### config.mk
export PLATFORM = sky130hd
export DESIGN_NAME = utf8_stream_validator_core
export DESIGN_NICKNAME = d
export VERILOG_FILES = /design/src/rtl/utf8v_pkg.sv /design/src/rtl/utf8_stream_validator_core.sv
export SDC_FILE = /design/constraint.sdc
export NUM_CORES = 1
export LEC_CHECK = 0
export BUFFER_PORTS_ARGS = -buffer_cell sky130_fd_sc_hd__buf_2
export CELL_PAD_IN_SITES_DETAIL_PLACEMENT = 1
export CELL_PAD_IN_SITES_GLOBAL_PLACEMENT = 2
export CORE_UTILIZATION = 30
export CTS_BUF_LIST = sky130_fd_sc_hd__clkbuf_8
export DETAILED_ROUTE_END_ITERATION = 12
export PLACE_DENSITY_LB_ADDON = 0.1
export SKIP_LAST_GASP = 1
export SYNTH_ARGS = -nofsm -noshare
export SYNTH_HDL_FRONTEND = slang
export SYNTH_SLANG_ARGS = --single-unit
### constraint.sdc
create_clock -name clock -period 4.8 [get_ports clock]
set_clock_uncertainty 0.2 [all_clocks]
set_input_delay 0.48 -clock clock [delete_from_list [all_inputs] [get_ports clock]]
set_output_delay 0.48 -clock clock [all_outputs]
set_load 0.1 [all_outputs]
### src/rtl/utf8v_pkg.sv
package utf8v_pkg;

   typedef logic [2:0] fault_kind_type;

   localparam fault_kind_type KIND_NONE       = 3'd0;
   localparam fault_kind_type KIND_MISSING    = 3'd1;
   localparam fault_kind_type KIND_INVALID    = 3'd2;
   localparam fault_kind_type KIND_OVERLONG   = 3'd3;
   localparam fault_kind_type KIND_RESTRICTED = 3'd4;

   localparam int unsigned OFFSET_W = 16;
   localparam int unsigned CP_W     = 21;

   typedef logic [OFFSET_W-1:0] offset_type;
   typedef logic [CP_W-1:0]     code_point_type;
   typedef logic [2:0]          char_len_type;

   localparam code_point_type SURR_LO  = 21'h00D800;
   localparam code_point_type SURR_HI  = 21'h00DFFF;
   localparam code_point_type MIN_CP_4 = 21'h010000;
   localparam code_point_type MIN_CP_3 = 21'h000800;
   localparam code_point_type MIN_CP_2 = 21'h000080;

   function automatic code_point_type min_code(input char_len_type len);
      code_point_type m;
      case (len)
         3'd4:    m = MIN_CP_4;
         3'd3:    m = MIN_CP_3;
         default: m = MIN_CP_2;
      endcase
      return m;
   endfunction

endpackage

### src/rtl/utf8_stream_validator_core.sv
// The verdict of a string appears on the rsp_ port in the cycle after its final
// byte is accepted. Throughput: one byte per cycle; the per-byte decode is a single
// pass of compare logic between the decoder state registers and the result register.
// A final byte waits only while a previous verdict is still held unread.
// Reset (synchronous, active high) clears the decoder state and drops rsp_valid.
module utf8_stream_validator_core #(
   parameter int unsigned MAX_STRING_LEN = 65536
) (
   input  logic                      clock,
   input  logic                      reset,
   input  logic                      req_valid,
   output logic                      req_ready,
   input  logic [7:0]                req_data_byte,
   input  logic                      req_final_byte,
   output logic                      rsp_valid,
   input  logic                      rsp_ready,
   output logic                      rsp_invalid_found,
   output utf8v_pkg::fault_kind_type rsp_fault_kind,
   output utf8v_pkg::offset_type     rsp_fault_offset
);
   import utf8v_pkg::*;

   localparam int unsigned POS_LIMIT_I =
      ((MAX_STRING_LEN - 1) < 65535) ? (MAX_STRING_LEN - 1) : 65535;
   localparam offset_type POS_LIMIT = offset_type'(POS_LIMIT_I);

   logic           fault_ff,    fault_in;
   fault_kind_type kind_ff,     kind_in;
   offset_type     foff_ff,     foff_in;
   offset_type     pos_ff,      pos_in;
   offset_type     start_ff,    start_in;
   char_len_type   exp_ff,      exp_in;
   char_len_type   taken_ff,    taken_in;
   code_point_type cp_ff,       cp_in;
   logic           bad_ff,      bad_in;

   logic           rsp_valid_ff,   rsp_valid_in;
   logic           rsp_invalid_ff, rsp_invalid_in;
   fault_kind_type rsp_kind_ff,    rsp_kind_in;
   offset_type     rsp_off_ff,     rsp_off_in;

   logic accept;

   assign req_ready = !rsp_valid_ff || rsp_ready || !req_final_byte;
   assign accept    = req_valid && req_ready;

   always_comb begin
      logic           lat;
      fault_kind_type lk;
      offset_type     lo;
      char_len_type   nt;
      lat      = fault_ff;
      lk       = kind_ff;
      lo       = foff_ff;
      pos_in   = pos_ff;
      start_in = start_ff;
      exp_in   = exp_ff;
      taken_in = taken_ff;
      cp_in    = cp_ff;
      bad_in   = bad_ff;
      nt       = taken_ff + 3'd1;

      if (!fault_ff) begin
         if (exp_ff == 3'd0) begin
            start_in = pos_ff;
            taken_in = 3'd1;
            bad_in   = 1'b0;
            if (!req_data_byte[7]) begin
               taken_in = 3'd0;
            end else if (req_data_byte[7:5] == 3'b110) begin
               exp_in = 3'd2;
               cp_in  = code_point_type'(req_data_byte[4:0]);
            end else if (req_data_byte[7:4] == 4'b1110) begin
               exp_in = 3'd3;
               cp_in  = code_point_type'(req_data_byte[3:0]);
            end else if (req_data_byte[7:3] == 5'b11110) begin
               if (req_data_byte >= 8'hF5) begin
                  lat      = 1'b1;
                  lk       = KIND_RESTRICTED;
                  lo       = pos_ff;
                  taken_in = 3'd0;
               end else begin
                  exp_in = 3'd4;
                  cp_in  = code_point_type'(req_data_byte[2:0]);
               end
            end else begin
               lat      = 1'b1;
               lk       = KIND_INVALID;
               lo       = pos_ff;
               taken_in = 3'd0;
            end
         end else begin
            if (req_data_byte[7:6] != 2'b10) begin
               bad_in = 1'b1;
            end
            cp_in    = {cp_ff[CP_W-7:0], req_data_byte[5:0]};
            taken_in = nt;
            if (nt >= exp_ff) begin
               if (bad_in) begin
                  lat = 1'b1;
                  lk  = KIND_INVALID;
                  lo  = start_ff;
               end else if (cp_in >= SURR_LO && cp_in <= SURR_HI) begin
                  lat = 1'b1;
                  lk  = KIND_RESTRICTED;
                  lo  = start_ff;
               end else if (cp_in < min_code(exp_ff)) begin
                  lat = 1'b1;
                  lk  = KIND_OVERLONG;
                  lo  = start_ff;
               end
               exp_in   = 3'd0;
               taken_in = 3'd0;
               bad_in   = 1'b0;
            end
         end
         if (req_final_byte && exp_in != 3'd0 && !lat) begin
            lat = 1'b1;
            lk  = KIND_MISSING;
            lo  = start_in;
         end
      end

      if (pos_ff < POS_LIMIT) begin
         pos_in = pos_ff + offset_type'(1);
      end

      rsp_valid_in   = rsp_valid_ff && !rsp_ready;
      rsp_invalid_in = rsp_invalid_ff;
      rsp_kind_in    = rsp_kind_ff;
      rsp_off_in     = rsp_off_ff;
      fault_in       = lat;
      kind_in        = lk;
      foff_in        = lo;

      if (req_final_byte) begin
         rsp_valid_in   = 1'b1;
         rsp_invalid_in = lat;
         rsp_kind_in    = lat ? lk : KIND_NONE;
         rsp_off_in     = lat ? lo : '0;
         fault_in       = 1'b0;
         kind_in        = KIND_NONE;
         foff_in        = '0;
         pos_in         = '0;
         start_in       = '0;
         exp_in         = 3'd0;
         taken_in       = 3'd0;
         cp_in          = '0;
         bad_in         = 1'b0;
      end
   end

   always_ff @(posedge clock) begin
      if (reset) begin
         fault_ff     <= 1'b0;
         kind_ff      <= KIND_NONE;
         foff_ff      <= '0;
         pos_ff       <= '0;
         start_ff     <= '0;
         exp_ff       <= 3'd0;
         taken_ff     <= 3'd0;
         cp_ff        <= '0;
         bad_ff       <= 1'b0;
         rsp_valid_ff <= 1'b0;
      end else begin
         if (accept) begin
            fault_ff <= fault_in;
            kind_ff  <= kind_in;
            foff_ff  <= foff_in;
            pos_ff   <= pos_in;
            start_ff <= start_in;
            exp_ff   <= exp_in;
            taken_ff <= taken_in;
            cp_ff    <= cp_in;
            bad_ff   <= bad_in;
         end
         if (accept && req_final_byte) begin
            rsp_valid_ff <= 1'b1;
         end else begin
            rsp_valid_ff <= rsp_valid_ff && !rsp_ready;
         end
      end
   end

   always_ff @(posedge clock) begin
      if (accept && req_final_byte && rsp_valid_in) begin
         rsp_invalid_ff <= rsp_invalid_in;
         rsp_kind_ff    <= rsp_kind_in;
         rsp_off_ff     <= rsp_off_in;
      end
   end

   assign rsp_valid         = rsp_valid_ff;
   assign rsp_invalid_found = rsp_invalid_ff;
   assign rsp_fault_kind    = rsp_kind_ff;
   assign rsp_fault_offset  = rsp_off_ff;

endmodule
### Word-level counts from Yosys, hierarchy flattened

Index checks and enable logic that the tools add are counted.
Widths: inputs -> output; s select.

| storage, ports and cells | value |
|---|---|
| logic and storage cells | 138 |
| bits of input ports | 13 |
| register bits after elaboration | 95 |

| cells by class | value |
|---|---|
| muxes and demuxes | 87 |
| add/sub/neg operators | 2 |
| reduce and logical (&&, ||, !) cells | 20 |
| $lt $le $gt $ge | 6 |
| equal/unequal tests | 10 |

Operators with widths:

| kind | count |
|---|---|
| $mux 16 | 18 |
| $mux 15 | 8 |
| $mux 21 | 5 |
| $mux 3 | 31 |
| $pmux 17 s2 | 1 |
| $mux 1 | 24 |
| $ge 21x16->1 const B | 1 |
| $le 21x16->1 const B | 1 |
| $lt 21x21->1 | 1 |
| $add 16x1->16 const B | 1 |
| $lt 16x16->1 const B | 1 |
| $ge 8x8->1 const B | 1 |
| $logic_and 1x1->1 | 7 |
| $eq 3x3->1 const B | 2 |
| $reduce_and 2->1 | 3 |
| $eq 5x5->1 const B | 1 |
| $ne 5x2->1 const B | 1 |
| $ne 5x5->1 const B | 1 |
| $reduce_and 5->1 | 1 |
| $eq 4x4->1 const B | 1 |
| $logic_not 1->1 | 4 |
| $ne 2x2->1 const B | 2 |
| $add 3x1->3 const B | 1 |
| $eq 3x2->1 const B | 1 |
| 6 further kinds | 7 |

### Longest topological paths before layout

| logic depth | value |
|---|---|
| depth after elaboration | 20 |
| depth in mapped cells | 11 |
| mapped depth without buffers | 9 |

### Worst setup path after synthesis

OpenSTA, ideal clock, no wires.

| timing | value |
|---|---|
| path kind | register to register |
| start point | register rsp_valid_ff, in the netlist rsp_valid |
| end point | register foff_ff[10] |
| data arrival time | 3445 ps |
| stages on the path, launching flop included | 8 |
| clock period less this slack | 3720 ps |
| path buffers | 2 |
| required time | 4525 ps |
| setup slack | 1080 ps |
| library setup time | 75 ps |
| cell sequence | dfxtp_1 -> nand3b_1 -> and2_1 -> clkbuf_1 -> o21ai_1 -> clkbuf_1 -> nand3_1 -> o211ai_2 |

| between the ends | value |
|---|---|
| cells in the longest elaborated chain, start to end | 4 |

RTL lines:

| item | line | text |
|---|---|---|
| from (decl) | utf8_stream_validator_core.sv:37 | `logic rsp_valid_ff, rsp_valid_in;` |
| from (signal assigned) | utf8_stream_validator_core.sv:180 | `rsp_valid_ff <= rsp_valid_ff && !rsp_ready;` |
| $logic_not 1->1 | utf8_stream_validator_core.sv:44 | `assign req_ready = !rsp_valid_ff \|\| rsp_ready \|\| !req_final_byte;` |
| $logic_or 1x1->1 (2 in a row) | utf8_stream_validator_core.sv:44 |  |
| via req_ready | utf8_stream_validator_core.sv:12 | `output logic req_ready,` |
| $logic_and 1x1->1 | utf8_stream_validator_core.sv:45 | `assign accept = req_valid && req_ready;` |
| to (signal assigned) | utf8_stream_validator_core.sv:169 | `foff_ff <= foff_in;` |
| to (decl) | utf8_stream_validator_core.sv:29 | `offset_type foff_ff, foff_in;` |

The timed path passes the listed nets, and every way through them passes these cells.
A chain may end at the register's enable or synchronous reset.

### Worst setup path after layout

| timing | value |
|---|---|
| start point | register taken_ff[0] |
| end point | register rsp_off_ff[8], in the netlist rsp_fault_offset[8] (data pin) |

| between the ends | value |
|---|---|
| cells in the longest elaborated chain, start to end | 10 |
| elaborated cells between the ends (all ways) | 18 |
| classes of those cells | add/sub (1); order compare (1); mux (12); reduce/logical (4) |

RTL lines:

| item | line | text |
|---|---|---|
| from (decl) | utf8_stream_validator_core.sv:33 | `char_len_type taken_ff, taken_in;` |
| from (signal assigned) | utf8_stream_validator_core.sv:173 | `taken_ff <= taken_in;` |
| $add 3x1->3 (*) | utf8_stream_validator_core.sv:61 | `nt = taken_ff + 3'd1;` |
| $ge 3x3->1 (*) | utf8_stream_validator_core.sv:98 | `if (nt >= exp_ff) begin` |
| $mux 3 | utf8_stream_validator_core.sv:98 |  |
| $mux 3 | utf8_stream_validator_core.sv:64 | `if (exp_ff == 3'd0) begin` |
| $mux 3 | utf8_stream_validator_core.sv:63 | `if (!fault_ff) begin` |
| $reduce_bool 3->1 | utf8_stream_validator_core.sv:117 | `if (req_final_byte && exp_in != 3'd0 && !lat) begin` |
| $logic_and 1x1->1 (2 in a row) | utf8_stream_validator_core.sv:117 |  |
| $mux 16 / $mux 1 (equally long branches) | utf8_stream_validator_core.sv:117 |  |
| $mux 16 / $mux 1 (equally long branches) | utf8_stream_validator_core.sv:63 |  |
| to (signal assigned) | utf8_stream_validator_core.sv:189 | `rsp_off_ff <= rsp_off_in;` |
| to (decl) | utf8_stream_validator_core.sv:40 | `offset_type rsp_off_ff, rsp_off_in;` |

Mark *: on every way between the ends. The rest lies on a longest branch, timed or not. The select of a mux whose other input is x is not followed.

==> out/results.ini <==
[outcome]
status = finished, final reports clean

[floorplan]
io_pins = 35
row_count = 46
die_area_um2 = 16800
fp.dieH_um = 130
fp.dieW_um = 130
start_util_pct = 30.8
core_um2 = 15900

[critical_path]
critPathLaunchType = register
rrSetupSlack_ns = 1.32
cp.required_ns = 4.82
max_stage_delay_ns = 0.60
worst-path-max-fanout = 21
r2r_cells = 11
cp_num_buf_inv = 2
crit_arrival_ns = 3.51
cp_num_cells = 11
cp_cell_sequence = ha_1, xor2_1, ha_1, nand2_1, o21ai_0, nand2_1, buf_4, a32oi_4, buf_4, a2bb2oi_1, o21ai_1
path_class = register to register
cp_slowest_cell = a32oi_4
r2r-end = rsp_fault_offset[8]$_SDFFCE_PN0P_
cpLargestDelayFamily = compound AO/OA/AOI/OAI gates
endpoint_kind = register
r2r_start = taken_ff[0]$_SDFFE_PP0P_

[yosys]
yosysWarnings = 0
ys_ff_latch = 95
synth_nets = 570
syn_inst = 550
synth_seq_area_share_pct = 43.0
synth-main-ff-cell = dfxtp_1
synth_cell_type_count = 61
async_flop_share_pct = 0
netlist_area_um2 = 4890
synth-edff-count = 20
synth.avg_cell_area_um2 = 8.89

[sta]
rsz0062_at_grt = no
layout_min_cycle_time_ns = 3.48
fin_ws_ns = 1.32
hold_viol_final = 0
relSlewSlack_pct = 29.3
period_share_pct = 72.6
max_slew.worst_pin.slew_ns = 1.06
setup-violations-final = 0
setup_tns_ns = 0
final-max-slew-violation-count = 0
fmax_mhz = 287

[power_and_ir_drop]
swShare_pct = 30.8
power.switching_uw = 531
irDropWorstVdd_uv = 105
power.total_mw = 1.72
p_clk_share_pct = 35.4
pwr-share-seq_pct = 49.1
p_int_mw = 1.19
power_frac_comb_pct = 15.4
power_density_nw_per_um2 = 315
p_leak_nw = 1.96

[global_route]
track_usage_pct = 19.4
grt_pass1_vias = 4372
gr-total-overflow = 0
grt_max_degree = 43
antenna_found_initial = 0
grt_pass1_wl_mm = 24.5

[clocking]
cts_max_path_buffers = 2
ctsResizeCount = 0
clk_pin_slew_ns = 0.10
h-tree-depth = 3
cts_tree = done
clkLatencyLatePin_ns = 0.38
cts_made_buffers = 9
holdBufCountCts = 0
cts-root-buf = clkbuf_8
postCtsSetupBuffers = 0
cts.sinks = 95

[route]
routed_wl_mm = 15.2
vias_per_cell = 5.53
post_drt_wl_per_cell_um = 19.4
drc = 0
drtIter0Drc = 227
drt_first_pass_iters = 4
vias = 4346
postRouteAntennaNets = 0

[final_layout]
mostFrequentLayoutCell = dfxtp_1
nets = 585
diodes = 0
final_cell_mix = dfxtp_1, nor2_1, nand3_1
syn_to_final_growth_pct = 11.8
fill_cells = 1914
drive_gt1_share_pct = 16.0

[job]
drv_cap = 0

[hold_path]
worstHoldStart = req_data_byte[2]
holdPathEnd = cp_ff[2]$_SDFFE_PP0P_
hold_depth = 2
min_path_type = input pin to register

[placement]
io_buffers = 34
dp_slack_ns = 1.33
dpl.hpwl_mm = 10.2
place_congestion = 0.726

worst reg2reg max path: stages, from the launching register on:
cell and delay (ns):
dfxtp_1 0.36, ha_1 0.24, xor2_1 0.15, ha_1 0.30
nand2_1 0.07, o21ai_0 0.44, nand2_1 0.10, buf_4 0.26
a32oi_4 0.60, buf_4 0.36, a2bb2oi_1 0.10, o21ai_1 0.14
metal layers:
metal,GRT usage [%],routed length (um)
met1,28.6,8140
met2,29.0,6430
met3,2.48,511
met4,5.95,143
met5,0,0
how the worst max path moves through the flow:
| stage | from | endpoint |
|---|---|---|
| 2_1_floorplan | rsp_valid$_SDFF_PP0_ | foff_ff[10]$_SDFFE_PP0P_ |
| 3_3_place_gp | taken_ff[0]$_SDFFE_PP0P_ | foff_ff[15]$_SDFFE_PP0P_ |
| 3_5_place_dp | taken_ff[0]$_SDFFE_PP0P_ | rsp_fault_offset[8]$_SDFFCE_PN0P_ |
| 4_1_cts | taken_ff[0]$_SDFFE_PP0P_ | rsp_fault_offset[8]$_SDFFCE_PN0P_ |
| 5_1_grt | taken_ff[0]$_SDFFE_PP0P_ | rsp_fault_offset[8]$_SDFFCE_PN0P_ |
| 6_report | taken_ff[0]$_SDFFE_PP0P_ | rsp_fault_offset[8]$_SDFFCE_PN0P_ |
state kept, by name, indices dropped and copies added (netlist names):
register / flops
rsp_valid: 1
rsp_invalid_found: 1
foff_ff: 16
cp_ff: 15
pos_ff: 16
kind_ff: 3
bad_ff: 1
fault_ff: 1
rsp_fault_kind: 3
exp_ff: 3
taken_ff: 3
start_ff: 16
rsp_fault_offset: 16
Yosys cell counts, types with 3 or more instances:
library cell | n | area share [%]
clkbuf_1 | 33 | 2.5
nand2b_1 | 4 | 0.51
ha_1 | 7 | 1.8
a21oi_1 | 38 | 3.9
nand2_1 | 36 | 2.8
o32a_1 | 16 | 3.3
nand3_1 | 42 | 4.3
a22oi_1 | 7 | 1.1
o21ai_0 | 21 | 2.2
o21ai_1 | 14 | 1.4
inv_1 | 11 | 0.84
dfxtp_1 | 75 | 31
o211ai_2 | 15 | 3.8
nand3b_1 | 3 | 0.46
a2bb2oi_1 | 15 | 2.7
edfxtp_1 | 20 | 12
nand4_1 | 18 | 2.3
a22o_1 | 11 | 2.0
buf_2 | 4 | 0.41
a31o_2 | 3 | 0.54
buf_6 | 3 | 0.69
and2_1 | 3 | 0.38
or3_1 | 9 | 1.2
nor2_1 | 65 | 5.0
nor3_1 | 11 | 1.1
mux2i_1 | 14 | 2.9
xnor2_1 | 7 | 1.3
cells by family (layout without fill, tap and decap cells):
| kind of cell | Yosys count | after routing | synth area share [%] |
|---|---|---|---|
| AO/OA/AOI/OAI | 166 | 166 | 25.7 |
| XOR/XNOR | 8 | 8 | 1.43 |
| adder cells (fa/ha/maj) | 7 | 7 | 1.79 |
| buffers and inverters | 54 | 74 | 4.71 |
| flip-flops | 95 | 95 | 43.0 |
| multiplexers | 14 | 14 | 2.87 |
| AND/OR/NAND/NOR | 206 | 206 | 20.5 |
per-stage QoR:
| stage | area (um^2) | cells | hold slack, ns | util [%] |
|---|---|---|---|---|
| after floorplan | 4890 | 550 | 0.232 | - |
| after global placement | 5250 | 770 | 0.243 | 33.0 |
| after detailed placement | 5250 | 770 | 0.259 | 33.0 |
| after CTS | 5470 | 786 | 0.113 | 34.4 |
| after global routing | 5470 | 786 | 0.104 | 34.4 |
| final | 5470 | 786 | 0.130 | 34.4 |
cell type report:
class | instances | area, um^2 | share of cell area, %
multi-input combinational | 401 | 2570 | 47.1
sequential | 95 | 2100 | 38.5
tap | 216 | 270 | 4.95
timing repair buffer | 45 | 253 | 4.62
clock buffer | 9 | 124 | 2.27
clock inverter | 7 | 95.1 | 1.74
inverter | 13 | 48.8 | 0.893
power by group through the flow:
stage	sequential, mW	combinational, mW	clock [mW]
after floorplan	0.931	0.131	0
after global placement	0.865	0.263	0
after detailed placement	0.866	0.266	0
after CTS	0.847	0.267	0.631
after global routing	0.850	0.285	0.667
final	0.847	0.266	0.611
Power figures use the tool's default switching activity.
